<file path="src/design/prf_pkg.sv">
// ----------------------------------------------------------------------------
// prf_pkg: shared types and constants
// Beat layouts, operation codes, register addresses and reset image of the
// power-management register file.
// ----------------------------------------------------------------------------
package prf_pkg;

    typedef enum logic [2:0] {
        OP_START  = 3'd0,
        OP_WRITE  = 3'd1,
        OP_READ   = 3'd2,
        OP_GPIN   = 3'd3,
        OP_BUTTON = 3'd4
    } t_op;

    typedef struct packed {
        logic [2:0] op;
        logic [7:0] data;
        logic [1:0] line;
        logic       level;
    } t_item;

    typedef struct packed {
        logic [7:0] read_data;
        logic       irq_level;
        logic [2:0] gpo_levels;
    } t_result;

    typedef struct packed {
        logic [7:0]       ptr;
        logic [4:0][7:0]  core;
        logic [2:0][7:0]  conv;
        logic [7:0][7:0]  ldo;
        logic [1:0][7:0]  sleep;
        logic [1:0][7:0]  osc;
        logic [15:0]      mask;
        logic [15:0]      status;
        logic [7:0]       gdir;
        logic [7:0]       gout;
        logic [7:0]       bbsms;
        logic [3:0][7:0]  pull;
        logic [3:0][7:0]  card;
        logic [4:0]       rtc_ctrl;
        logic [15:0]      rtc_comp;
        logic [5:0][7:0]  alarm;
    } t_regs;

    localparam logic [7:0]  C_REV_CODE    = 8'h22;
    localparam logic [4:0]  C_VCORE_CLAMP = 5'h12;
    localparam logic [7:0]  C_DIR_MASK    = 8'h67;
    localparam logic [7:0]  C_BBSMS_VALUE = 8'h0d;
    localparam logic [15:0] C_MASK_RESET  = 16'h0fff;
    localparam int          C_BUTTON_BIT  = 11;
    localparam int          C_TIME_BIT    = 10;
    localparam logic [7:0]  C_HOUR_NEG    = 8'hff;
    localparam logic [2:0]  C_RTC_12H     = 3'd2;

    localparam logic [7:0] A_REV      = 8'h01;
    localparam logic [7:0] A_CORE0    = 8'h02;
    localparam logic [7:0] A_CORE1    = 8'h03;
    localparam logic [7:0] A_CORE2    = 8'h04;
    localparam logic [7:0] A_CORE3    = 8'h05;
    localparam logic [7:0] A_CORE4    = 8'h06;
    localparam logic [7:0] A_CONV0    = 8'h07;
    localparam logic [7:0] A_CONV1    = 8'h08;
    localparam logic [7:0] A_CONV2    = 8'h09;
    localparam logic [7:0] A_LDO0     = 8'h0a;
    localparam logic [7:0] A_LDO1     = 8'h0b;
    localparam logic [7:0] A_LDO2     = 8'h0c;
    localparam logic [7:0] A_LDO3     = 8'h0d;
    localparam logic [7:0] A_LDO4     = 8'h0e;
    localparam logic [7:0] A_LDO5     = 8'h0f;
    localparam logic [7:0] A_LDO6     = 8'h10;
    localparam logic [7:0] A_LDO7     = 8'h11;
    localparam logic [7:0] A_SLEEP0   = 8'h12;
    localparam logic [7:0] A_SLEEP1   = 8'h13;
    localparam logic [7:0] A_DEVOFF   = 8'h14;
    localparam logic [7:0] A_OSC      = 8'h15;
    localparam logic [7:0] A_DETECT   = 8'h16;
    localparam logic [7:0] A_MASK_LO  = 8'h17;
    localparam logic [7:0] A_MASK_HI  = 8'h18;
    localparam logic [7:0] A_STAT_LO  = 8'h19;
    localparam logic [7:0] A_STAT_HI  = 8'h1a;
    localparam logic [7:0] A_ACK_LO   = 8'h1b;
    localparam logic [7:0] A_ACK_HI   = 8'h1c;
    localparam logic [7:0] A_GDIR     = 8'h1d;
    localparam logic [7:0] A_GLEVEL   = 8'h1e;
    localparam logic [7:0] A_GOUT     = 8'h1f;
    localparam logic [7:0] A_BBSMS    = 8'h20;
    localparam logic [7:0] A_RTC_CTRL = 8'h21;
    localparam logic [7:0] A_RTC_UPD  = 8'h22;
    localparam logic [7:0] A_ALM_SEC  = 8'h2a;
    localparam logic [7:0] A_ALM_MIN  = 8'h2b;
    localparam logic [7:0] A_ALM_HR   = 8'h2c;
    localparam logic [7:0] A_ALM_DAY  = 8'h2d;
    localparam logic [7:0] A_ALM_MON  = 8'h2e;
    localparam logic [7:0] A_ALM_YR   = 8'h2f;
    localparam logic [7:0] A_COMP_HI  = 8'h30;
    localparam logic [7:0] A_COMP_LO  = 8'h31;
    localparam logic [7:0] A_PULL0    = 8'h32;
    localparam logic [7:0] A_PULL1    = 8'h33;
    localparam logic [7:0] A_PULL2    = 8'h34;
    localparam logic [7:0] A_PULL3    = 8'h35;
    localparam logic [7:0] A_CARD0    = 8'h36;
    localparam logic [7:0] A_CARD1    = 8'h37;
    localparam logic [7:0] A_CARD2    = 8'h38;
    localparam logic [7:0] A_DEBOUNCE = 8'h3a;

    localparam t_regs C_REGS_RESET = '{
        ptr:      8'h00,
        core:     {8'h03, 8'h0c, 8'h02, 8'h05, 8'h0c},
        conv:     {8'h00, 8'h03, 8'h33},
        ldo:      {8'h00, 8'h00, 8'h00, 8'h03, 8'h00, 8'h00, 8'h7e, 8'h95},
        sleep:    {8'h00, 8'h00},
        osc:      {8'h09, 8'h01},
        mask:     C_MASK_RESET,
        status:   16'h0000,
        gdir:     8'h07,
        gout:     8'h00,
        bbsms:    8'h00,
        pull:     {8'h00, 8'h00, 8'h00, 8'h00},
        card:     {8'h05, 8'h00, 8'hc0, 8'h03},
        rtc_ctrl: 5'h00,
        rtc_comp: 16'h0000,
        alarm:    {8'h04, 8'h00, 8'h01, 8'h00, 8'h00, 8'h00}
    };

endpackage

</file>
<file path="src/design/pmic_register_file_i2c.sv">
// ----------------------------------------------------------------------------
// pmic_register_file_i2c: power-management register file on a byte bus
//
//   channel  dir  tdata (low bit up)                     tuser
//   s_*      in   data[7:0] line[9:8] level[10]         operation[2:0]
//   m_*      out  read_data[7:0] irq_level[8] gpo[11:9]  -
//
// one beat in gives one beat out; a beat is accepted every cycle while the
// result register is not stalled; each beat passes the input register, then the
// register update into the result register
// reset (i_rst_n low, synchronous) restores all registers, clears both stages
// an m_tready stall holds the result; one more input beat is taken into the
// input register before s_tready drops
// ----------------------------------------------------------------------------
module pmic_register_file_i2c (
    input  logic        i_clk,
    input  logic        i_rst_n,
    input  logic        s_tvalid,
    output logic        s_tready,
    input  logic [15:0] s_tdata,   // data[7:0], line[9:8], level[10], zero fill
    input  logic [2:0]  s_tuser,   // operation[2:0]
    output logic        m_tvalid,
    input  logic        m_tready,
    output logic [15:0] m_tdata    // read_data[7:0], irq_level[8], gpo_levels[11:9], zero
);
    import prf_pkg::*;

    t_item   in_item;
    t_item   st_item;
    logic    st_valid;
    logic    advance;
    t_result core_res;
    t_result out_res;

    assign in_item.op    = s_tuser;
    assign in_item.data  = s_tdata[7:0];
    assign in_item.line  = s_tdata[9:8];
    assign in_item.level = s_tdata[10];

    assign advance = st_valid && (!m_tvalid || m_tready);

    prf_in_stage u_in (
        .i_clk     (i_clk),
        .i_rst_n   (i_rst_n),
        .i_valid   (s_tvalid),
        .o_ready   (s_tready),
        .i_item    (in_item),
        .i_advance (advance),
        .o_valid   (st_valid),
        .o_item    (st_item)
    );

    prf_core u_core (
        .i_clk    (i_clk),
        .i_rst_n  (i_rst_n),
        .i_en     (advance),
        .i_item   (st_item),
        .o_result (core_res)
    );

    prf_out_stage u_out (
        .i_clk    (i_clk),
        .i_rst_n  (i_rst_n),
        .i_load   (advance),
        .i_result (core_res),
        .i_ready  (m_tready),
        .o_valid  (m_tvalid),
        .o_result (out_res)
    );

    assign m_tdata = {4'h0, out_res.gpo_levels, out_res.irq_level, out_res.read_data};

    a_ready_when_empty: assert property (@(posedge i_clk) disable iff (!i_rst_n)
        !m_tvalid |-> s_tready)
        else $error("input stalled with empty result register");

    a_stall_blocks: assert property (@(posedge i_clk) disable iff (!i_rst_n)
        m_tvalid && !m_tready && st_valid |-> !s_tready && !advance)
        else $error("beat advanced into a stalled result register");

    a_result_follows: assert property (@(posedge i_clk) disable iff (!i_rst_n)
        advance |=> m_tvalid)
        else $error("processed beat lost");

endmodule

</file>
<file path="src/design/prf_in_stage.sv">
// ----------------------------------------------------------------------------
// prf_in_stage: input register
// Holds one accepted beat until the register file can process it.
// ----------------------------------------------------------------------------
module prf_in_stage (
    input  logic          i_clk,
    input  logic          i_rst_n,
    input  logic          i_valid,
    output logic          o_ready,
    input  prf_pkg::t_item i_item,
    input  logic          i_advance,
    output logic          o_valid,
    output prf_pkg::t_item o_item
);
    import prf_pkg::*;

    logic  r_valid;
    t_item r_item;
    logic  n_valid;

    assign o_ready = !r_valid || i_advance;
    assign o_valid = r_valid;
    assign o_item  = r_item;

    always_comb begin
        n_valid = r_valid;
        if (o_ready) begin
            n_valid = i_valid;
        end
    end

    always_ff @(posedge i_clk) begin
        if (!i_rst_n) begin
            r_valid <= 1'b0;
        end else begin
            r_valid <= n_valid;
        end
    end

    always_ff @(posedge i_clk) begin
        if (o_ready && i_valid) begin
            r_item <= i_item;
        end
    end

endmodule

</file>
<file path="src/design/prf_core.sv">
// ----------------------------------------------------------------------------
// prf_core: register state and per-beat update
// Pointer handling, masked and clamped writes, BCD alarm fields, interrupt
// status and gpio levels; one beat is applied per enabled cycle.
// ----------------------------------------------------------------------------
module prf_core (
    input  logic             i_clk,
    input  logic             i_rst_n,
    input  logic             i_en,
    input  prf_pkg::t_item   i_item,
    output prf_pkg::t_result o_result
);
    import prf_pkg::*;

    t_regs      r_regs;
    t_regs      n_regs;
    logic       r_first;
    logic       n_first;
    logic [2:0] r_gin;
    logic [2:0] n_gin;
    logic       r_button;
    logic       n_button;
    logic [7:0] rd;
    logic [7:0] addr;
    logic [7:0] v;
    logic [7:0] hour;
    logic [7:0] hour_c;
    logic [7:0] mon;
    t_op        op;

    function automatic logic [7:0] bcd_out(input logic [8:0] x);
        logic [16:0] p;
        logic [4:0]  q;
        logic [8:0]  t;
        logic [8:0]  r;
        p = 17'(x) * 17'd205;
        q = p[15:11];
        t = 9'(q) * 9'd10;
        r = x - t;
        return {q[3:0], r[3:0]};
    endfunction

    function automatic logic [7:0] bcd_in(input logic [7:0] x);
        return 8'(x[7:4]) * 8'd10 + 8'(x[3:0]);
    endfunction

    function automatic logic [7:0] hour12(input logic [7:0] h);
        logic [18:0] p;
        logic [4:0]  q;
        logic [7:0]  m;
        p = 19'(h) * 19'd171;
        q = p[15:11];
        m = h - 8'(q) * 8'd12;
        return bcd_out(9'(m) + 9'd1) | ((h >= 8'd12) ? 8'h80 : 8'h00);
    endfunction

    function automatic logic [7:0] vclamp(input logic [7:0] x);
        return (x[4:0] > C_VCORE_CLAMP) ? 8'(C_VCORE_CLAMP) : 8'(x[4:0]);
    endfunction

    assign op   = t_op'(i_item.op);
    assign addr = r_regs.ptr;
    assign v    = i_item.data;

    // register read
    always_comb begin
        case (addr)
            A_REV:      rd = C_REV_CODE;
            A_CORE0:    rd = r_regs.core[0];
            A_CORE1:    rd = r_regs.core[1];
            A_CORE2:    rd = r_regs.core[2];
            A_CORE3:    rd = r_regs.core[3];
            A_CORE4:    rd = r_regs.core[4];
            A_CONV0:    rd = r_regs.conv[0];
            A_CONV1:    rd = r_regs.conv[1];
            A_CONV2:    rd = r_regs.conv[2];
            A_LDO0:     rd = r_regs.ldo[0];
            A_LDO1:     rd = r_regs.ldo[1];
            A_LDO2:     rd = r_regs.ldo[2];
            A_LDO3:     rd = r_regs.ldo[3];
            A_LDO4:     rd = r_regs.ldo[4];
            A_LDO5:     rd = r_regs.ldo[5];
            A_LDO6:     rd = r_regs.ldo[6];
            A_LDO7:     rd = r_regs.ldo[7];
            A_SLEEP0:   rd = r_regs.sleep[0];
            A_SLEEP1:   rd = r_regs.sleep[1];
            A_OSC:      rd = r_regs.osc[0] | 8'h80;
            A_DETECT:   rd = r_regs.osc[1];
            A_MASK_LO:  rd = r_regs.mask[7:0];
            A_MASK_HI:  rd = r_regs.mask[15:8];
            A_STAT_LO:  rd = r_regs.status[7:0];
            A_STAT_HI:  rd = r_regs.status[15:8];
            A_GDIR:     rd = r_regs.gdir;
            A_GLEVEL:   rd = {5'b0, r_gin} | (~r_regs.gdir & r_regs.gout);
            A_GOUT:     rd = r_regs.gout;
            A_BBSMS:    rd = r_regs.bbsms;
            A_RTC_CTRL: rd = 8'(r_regs.rtc_ctrl);
            A_ALM_SEC:  rd = bcd_out(9'(r_regs.alarm[0]));
            A_ALM_MIN:  rd = bcd_out(9'(r_regs.alarm[1]));
            A_ALM_HR: begin
                if (r_regs.rtc_ctrl[C_RTC_12H]) begin
                    rd = (r_regs.alarm[2] == C_HOUR_NEG) ? 8'h00 : hour12(r_regs.alarm[2]);
                end else begin
                    rd = (r_regs.alarm[2] == C_HOUR_NEG) ? C_HOUR_NEG
                                                          : bcd_out(9'(r_regs.alarm[2]));
                end
            end
            A_ALM_DAY:  rd = bcd_out(9'(r_regs.alarm[3]));
            A_ALM_MON:  rd = bcd_out(9'(r_regs.alarm[4]) + 9'd1);
            A_ALM_YR:   rd = bcd_out(9'(r_regs.alarm[5]));
            A_COMP_HI:  rd = r_regs.rtc_comp[15:8];
            A_COMP_LO:  rd = r_regs.rtc_comp[7:0];
            A_PULL0:    rd = r_regs.pull[0];
            A_PULL1:    rd = r_regs.pull[1];
            A_PULL2:    rd = r_regs.pull[2];
            A_PULL3:    rd = r_regs.pull[3];
            A_CARD0:    rd = r_regs.card[0];
            A_CARD1:    rd = r_regs.card[1];
            A_CARD2:    rd = r_regs.card[2];
            A_DEBOUNCE: rd = r_regs.card[3];
            default:    rd = 8'h00;
        endcase
    end

    // alarm hour and month conversion
    always_comb begin
        hour   = bcd_in({2'b00, v[5:0]});
        hour_c = (hour > 8'd12) ? 8'd12 : hour;
        if (r_regs.rtc_ctrl[C_RTC_12H]) begin
            hour = v[7] ? hour_c + 8'd11 : hour_c - 8'd1;
        end
        mon = bcd_in(v);
        mon = (mon == 8'd0) ? 8'd0 : mon - 8'd1;
    end

    // next state
    always_comb begin
        n_regs   = r_regs;
        n_first  = r_first;
        n_gin    = r_gin;
        n_button = r_button;
        case (op)
            OP_START: begin
                n_first = 1'b1;
            end
            OP_WRITE: begin
                if (r_first) begin
                    n_regs.ptr = v;
                    n_first    = 1'b0;
                end else begin
                    n_regs.ptr = r_regs.ptr + 8'd1;
                    case (addr)
                        A_CORE0:    n_regs.core[0] = (v & 8'h0e) | vclamp(v);
                        A_CORE1:    n_regs.core[1] = v;
                        A_CORE2:    n_regs.core[2] = vclamp(v);
                        A_CORE3:    n_regs.core[3] = vclamp(v);
                        A_CORE4:    n_regs.core[4] = v & 8'h03;
                        A_CONV0:    n_regs.conv[0] = v & 8'h3f;
                        A_CONV1:    n_regs.conv[1] = v & 8'h07;
                        A_CONV2:    n_regs.conv[2] = v & 8'h07;
                        A_LDO0:     n_regs.ldo[0] = v;
                        A_LDO1:     n_regs.ldo[1] = v & 8'h7f;
                        A_LDO2:     n_regs.ldo[2] = v & 8'h03;
                        A_LDO3:     n_regs.ldo[3] = v & 8'h03;
                        A_LDO4:     n_regs.ldo[4] = v & 8'h03;
                        A_LDO5:     n_regs.ldo[5] = v & 8'h03;
                        A_LDO6:     n_regs.ldo[6] = v & 8'h03;
                        A_LDO7:     n_regs.ldo[7] = v & 8'h03;
                        A_SLEEP0:   n_regs.sleep[0] = v;
                        A_SLEEP1:   n_regs.sleep[1] = v;
                        A_DEVOFF: begin
                            if (v[0]) begin
                                n_regs = C_REGS_RESET;
                            end
                        end
                        A_OSC:      n_regs.osc[0] = v & 8'h07;
                        A_DETECT:   n_regs.osc[1] = v & 8'h7f;
                        A_MASK_LO:  n_regs.mask = {4'h0, r_regs.mask[11:8], v};
                        A_MASK_HI:  n_regs.mask = {v, r_regs.mask[7:0]};
                        A_ACK_LO:   n_regs.status = r_regs.status & ~{8'h00, v};
                        A_ACK_HI:   n_regs.status = r_regs.status & ~{v, 8'h00};
                        A_GDIR:     n_regs.gdir = v & C_DIR_MASK;
                        A_GOUT:     n_regs.gout = v & 8'h07;
                        A_BBSMS:    n_regs.bbsms = C_BBSMS_VALUE;
                        A_RTC_CTRL: n_regs.rtc_ctrl = v[4:0];
                        A_RTC_UPD: begin
                            if (v[3:0] == 4'd4 || v[3]) begin
                                n_regs.status[C_TIME_BIT] = 1'b1;
                            end
                        end
                        A_ALM_SEC:  n_regs.alarm[0] = bcd_in(v & 8'h7f);
                        A_ALM_MIN:  n_regs.alarm[1] = bcd_in(v & 8'h7f);
                        A_ALM_HR:   n_regs.alarm[2] = hour;
                        A_ALM_DAY:  n_regs.alarm[3] = bcd_in(v);
                        A_ALM_MON:  n_regs.alarm[4] = mon;
                        A_ALM_YR:   n_regs.alarm[5] = bcd_in(v);
                        A_COMP_HI:  n_regs.rtc_comp = {v, r_regs.rtc_comp[7:0]};
                        A_COMP_LO:  n_regs.rtc_comp = {r_regs.rtc_comp[15:8], v};
                        A_PULL0:    n_regs.pull[0] = v;
                        A_PULL1:    n_regs.pull[1] = v & 8'h1f;
                        A_PULL2:    n_regs.pull[2] = v;
                        A_PULL3:    n_regs.pull[3] = v & 8'h1f;
                        A_CARD0:    n_regs.card[0] = v & 8'h7f;
                        A_CARD1:    n_regs.card[1] = v;
                        A_CARD2:    n_regs.card[2] = v & 8'h0f;
                        A_DEBOUNCE: n_regs.card[3] = v & 8'h3f;
                        default:    n_regs.ptr = r_regs.ptr + 8'd1;
                    endcase
                end
            end
            OP_READ: begin
                n_regs.ptr = r_regs.ptr + 8'd1;
            end
            OP_GPIN: begin
                if (i_item.line != 2'd3) begin
                    n_gin[i_item.line] = i_item.level;
                end
            end
            OP_BUTTON: begin
                if (!r_button && i_item.level) begin
                    n_regs.status[C_BUTTON_BIT] = 1'b1;
                end
                n_button = i_item.level;
            end
            default: begin
                n_first = r_first;
            end
        endcase
    end

    always_comb begin
        o_result.read_data  = (op == OP_READ) ? rd : 8'h00;
        o_result.irq_level  = |(n_regs.status & ~n_regs.mask);
        o_result.gpo_levels = n_regs.gout[2:0] & ~n_regs.gdir[2:0];
    end

    always_ff @(posedge i_clk) begin
        if (!i_rst_n) begin
            r_regs   <= C_REGS_RESET;
            r_first  <= 1'b0;
            r_gin    <= 3'b000;
            r_button <= 1'b0;
        end else if (i_en) begin
            r_regs   <= n_regs;
            r_first  <= n_first;
            r_gin    <= n_gin;
            r_button <= n_button;
        end
    end

    a_vcore_clamped: assert property (@(posedge i_clk) disable iff (!i_rst_n)
        r_regs.core[2][4:0] <= C_VCORE_CLAMP && r_regs.core[3][4:0] <= C_VCORE_CLAMP)
        else $error("core voltage code above clamp");

    a_devoff_restores: assert property (@(posedge i_clk) disable iff (!i_rst_n)
        i_en && op == OP_WRITE && !r_first && addr == A_DEVOFF && v[0]
        |=> r_regs == C_REGS_RESET)
        else $error("device off did not restore registers");

    a_read_advances: assert property (@(posedge i_clk) disable iff (!i_rst_n)
        i_en && op == OP_READ |=> r_regs.ptr == $past(r_regs.ptr) + 8'd1)
        else $error("pointer did not advance on read");

endmodule

</file>
<file path="src/design/prf_out_stage.sv">
// ----------------------------------------------------------------------------
// prf_out_stage: result register
// Holds one result beat until the downstream side takes it.
// ----------------------------------------------------------------------------
module prf_out_stage (
    input  logic             i_clk,
    input  logic             i_rst_n,
    input  logic             i_load,
    input  prf_pkg::t_result i_result,
    input  logic             i_ready,
    output logic             o_valid,
    output prf_pkg::t_result o_result
);
    import prf_pkg::*;

    logic    r_valid;
    logic    n_valid;
    t_result r_result;

    assign o_valid  = r_valid;
    assign o_result = r_result;

    always_comb begin
        n_valid = r_valid;
        if (i_load) begin
            n_valid = 1'b1;
        end else if (i_ready) begin
            n_valid = 1'b0;
        end
    end

    always_ff @(posedge i_clk) begin
        if (!i_rst_n) begin
            r_valid <= 1'b0;
        end else begin
            r_valid <= n_valid;
        end
    end

    always_ff @(posedge i_clk) begin
        if (i_load) begin
            r_result <= i_result;
        end
    end

endmodule

</file>
<file path="config.mk">
export PLATFORM = sky130hd
export DESIGN_NAME = pmic_register_file_i2c
export DESIGN_NICKNAME = d
export VERILOG_FILES = /design/src/design/prf_pkg.sv /design/src/design/pmic_register_file_i2c.sv /design/src/design/prf_in_stage.sv /design/src/design/prf_core.sv /design/src/design/prf_out_stage.sv
export SDC_FILE = /design/constraint.sdc
export NUM_CORES = 1
export LEC_CHECK = 0
export BUFFER_PORTS_ARGS = -buffer_cell sky130_fd_sc_hd__buf_4
export CORE_ASPECT_RATIO = 1.75
export CORE_UTILIZATION = 30
export CTS_CLUSTER_DIAMETER = 100
export DETAILED_ROUTE_END_ITERATION = 10
export GPL_ROUTABILITY_DRIVEN = 0
export PLACE_DENSITY = 0.41
export SLEW_MARGIN = 25
export SYNTH_ARGS = -nofsm -noshare
export SYNTH_HDL_FRONTEND = slang
export SYNTH_HIERARCHICAL = 1
export SYNTH_SLANG_ARGS = --single-unit
</file>
<file path="constraint.sdc">
create_clock -name i_clk -period 29 [get_ports i_clk]
set_input_delay 2.9 -clock i_clk [delete_from_list [all_inputs] [get_ports i_clk]]
set_output_delay 2.9 -clock i_clk [all_outputs]
set_load 0.05 [all_outputs]
</file>
==> impl_metrics.ini <==
[timing]
rsz0062_at_grt = no
hold_viol = 0
worst_pin_slew_ns = 1.10
worst_slack_ns = 16.73
post-route-period-util_pct = 42.3
fmax_mhz = 81.5
fin_tns_setup_ns = 0
min_period_ns = 12.27
slew_violations = 0
finalClockSkew_ns = 0.0209
setup_viol = 0
relSlewSlack_pct = 26.4

[die]
die_area_sq_um = 83600
ios = 41
core-area_sq_um = 81700
start_util_pct = 30.3
dieWidth_microns = 219
fp.dieH_microns = 382
rows = 139

[routing]
drt_iter0_markers = 1278
viasPerCell = 5.42
ant_nets = 0
drt-total-wl_microns = 94200
routedWlPerCell_microns = 23.8
dr.pass1.iters = 7
drcViolationCount = 0
via_count = 21470

[setup_path]
arrival_ns = 12.60
critical_path.startpoint_type = flip-flop
r2r_slack_ns = 16.73
r2r-end = u_out/o_result[6]
slowest_stage = dfxtp_1
cpPeakStageDelay_ns = 0.65
rr_worst_depth = 43
required_ns = 29.32
crit_family = adder cells
worstReg2RegStart = u_core/r_regs[17]
worst-path-max-fanout = 10
critPathBufInv = 8
crit_type = reg -> reg
endpoint_kind = flip-flop

[synthesis]
synth_top_area_cell = dfxtp_1
seq_area_frac_synth_pct = 24.7
synth-edff-count = 26
ys_types = 92
synth_ff_type = dfxtp_1
syn_area_per_cell_sq_um = 8.47
synth.area.top_cells = dfxtp_1 22%, ha_1 18%, fa_1 8.5%, inv_1 5.0%, nand2_1 3.7%
synth_top_area_share_pct = 21.5
synthArstFlopShare_pct = 0
yosysWarnings = 6
synth_seq_cells = 292
syn_area_sq_um = 24700
netlist_instances = 2918

[grt]
grt_pass1_vias = 22240
grt_overflow = 0
antenna_found_initial = 0
grt_pass1_wl_microns = 141000
track_usage_pct = 22.6
grt_max_degree = 104

[clock_tree]
postCtsSetupBuffers = 0
cts_tree = yes
cts-resized-gates = 0
clkLatencyLatePin_ns = 0.62
htree_levels = 1
cts_buffer_depth = 3
cts.sinks = 292
cts_hold_buf = 0
clk_pin_slew_ns = 0.07
clockRootBuffer = clkbuf_16
cts_buffers = 31

[min_path]
min_to = u_core/r_regs[58]
holdPathStages = 2
worstHoldStart = u_core/r_regs[58]
min_path_type = reg -> reg

[power]
leakage_uw = 0.0120
ir_drop_v = 0.0000283
cellPowerDensity_nw_per_um2 = 33.5

[placed_design]
place_ws_ns = 16.60
dpl.cell_count = 3902
io_buffers = 31
placed_cell_area_sq_um = 26100
dpl.hpwl_microns = 72000

[cells_and_area]
fin_area_sq_um = 27100
synthToLayoutAreaGrowth_pct = 9.67
fin_cells = 3960
final_layout_size_suffix_gt1_share_pct = 6.44
antennaDiodeCount = 0
fin_nets = 3357

[flow_run]
drv_cap = 0

[run_status]
outcome = complete, no violations
==> Yosys cell counts, types with 8 or more instances <==
cell      number
a31oi_1       15
buf_2         20
xnor2_1       79
a221oi_1      25
o21a_1        10
o211a_1        8
mux2i_1       28
nand4_1       22
ha_1         351
nor3_1        42
a21boi_1      10
a21o_1        13
a32oi_1       12
a22o_1        18
nand3_1      176
a21oi_1      108
edfxtp_1      26
nand2_1      247
o211ai_1      18
xor2_1        37
dfxtp_1      266
nor4_1        16
o311a_1        9
and2_1        41
nand2b_1      17
a22oi_1       84
fa_1         105
buf_1         18
nor2b_1       71
o21ai_0      150
a21boi_0      87
inv_1        329
and3_1        20
nor2_1       159
a222oi_1      10
clkbuf_1     115
o22ai_1       14
==> per-stage QoR <==
step                      utilization, %  hold WS, ns  total power (uW)
after floorplan                        -        0.421               470
after global placement              31.9        0.439               502
after detailed placement            31.9        0.448               503
after CTS                           33.2        0.459               921
after global routing                33.2        0.482               938
final                               33.2        0.465               909
==> registers in the layout, indices dropped and copies added (netlist names) <==
register / cells
u_core/addr: 8
u_core/r_button: 1
u_core/r_first: 1
u_core/r_gin: 3
u_core/r_regs: 251
u_in/o_item: 14
u_in/o_valid: 1
u_out/o_result: 12
u_out/o_valid: 1
==> kinds of logic (layout without fill, tap and decap cells) <==
family | count (synthesis) | after routing | share of synthesized area, %
compound gates | 661 | 661 | 18.2
xor+xnor | 123 | 123 | 4.75
fa+ha+maj | 456 | 456 | 26.3
buf+inv | 490 | 471 | 7.68
flops | 292 | 292 | 24.7
mux | 29 | 29 | 1.18
other cells | 3 | 7 | 0.0455
simple gates | 864 | 864 | 17.2
==> report_power, final <==
group / internal, uW / switching (uW) / total [uW] / leakage [uW]
Combinational: 23.1 / 58.0 / 81.2 / 0.00906
Clock: 227 / 188 / 415 / 0.000509
Sequential: 410 / 2.97 / 413 / 0.00240
Total: 659 / 249 / 909 / 0.0120
==> worst max path at each step <==
| stage | startpoint | endpoint | slack (ns) | cells past startpoint |
|---|---|---|---|---|
| floorplan | u_core/r_regs[19] | u_out/o_result[7] | 18.73 | 44 |
| global placement | u_core/r_regs[17] | u_out/o_result[6] | 16.68 | 43 |
| detailed placement | u_core/r_regs[17] | u_out/o_result[6] | 16.60 | 43 |
| CTS | u_core/r_regs[17] | u_out/o_result[6] | 16.55 | 43 |
| global route | u_core/r_regs[17] | u_out/o_result[6] | 16.09 | 43 |
| finish | u_core/r_regs[17] | u_out/o_result[6] | 16.73 | 43 |
==> per-layer routing <==
layer / global-route usage (%) / vias up / wire length [microns]
met2: 43.3 / 638 / 50900
li1: - / 10087 / -
met4: 16.3 / 0 / 7630
met3: 2.28 / 273 / 3640
met1: 22.1 / 10472 / 32000
met5: 0 / - / 0
==> area by class of cell <==
| class | instances | area, sq um |
|---|---|---|
| tap | 1057 | 1320 |
| multi-input combinational | 2140 | 16800 |
| timing repair buffer | 84 | 634 |
| clock inverter | 21 | 176 |
| inverter | 329 | 1230 |
| clock buffer | 37 | 848 |
| sequential | 292 | 6110 |
| fill | 8549 | 54600 |
==> worst register-to-register path: cells and delay by family, from the launching register on <==
kind / cells / cell delay [ns]
flops: 1 / 0.65
simple gates: 8 / 1.63
fa+ha+maj: 15 / 5.88
buf+inv: 8 / 0.46
compound gates: 9 / 2.44
xor+xnor: 3 / 0.94
==> cells in the final DEF, fill, tap and decap left out, types with 28 or more instances in the layout <==
| master | instances |
|---|---|
| ha_1 | 351 |
| inv_1 | 329 |
| dfxtp_1 | 266 |
| nand2_1 | 246 |
| nand3_1 | 176 |
| nor2_1 | 159 |
| o21ai_0 | 149 |
| a21oi_1 | 108 |
| fa_1 | 105 |
| a21boi_0 | 87 |
| a22oi_1 | 84 |
| buf_4 | 83 |
| xnor2_1 | 79 |
| nor2b_1 | 71 |
| and2_1 | 41 |
| nor3_1 | 39 |
| xor2_1 | 37 |
| clkbuf_16 | 31 |
| mux2i_1 | 28 |
No activity file was read; power rests on OpenSTA's default activity.
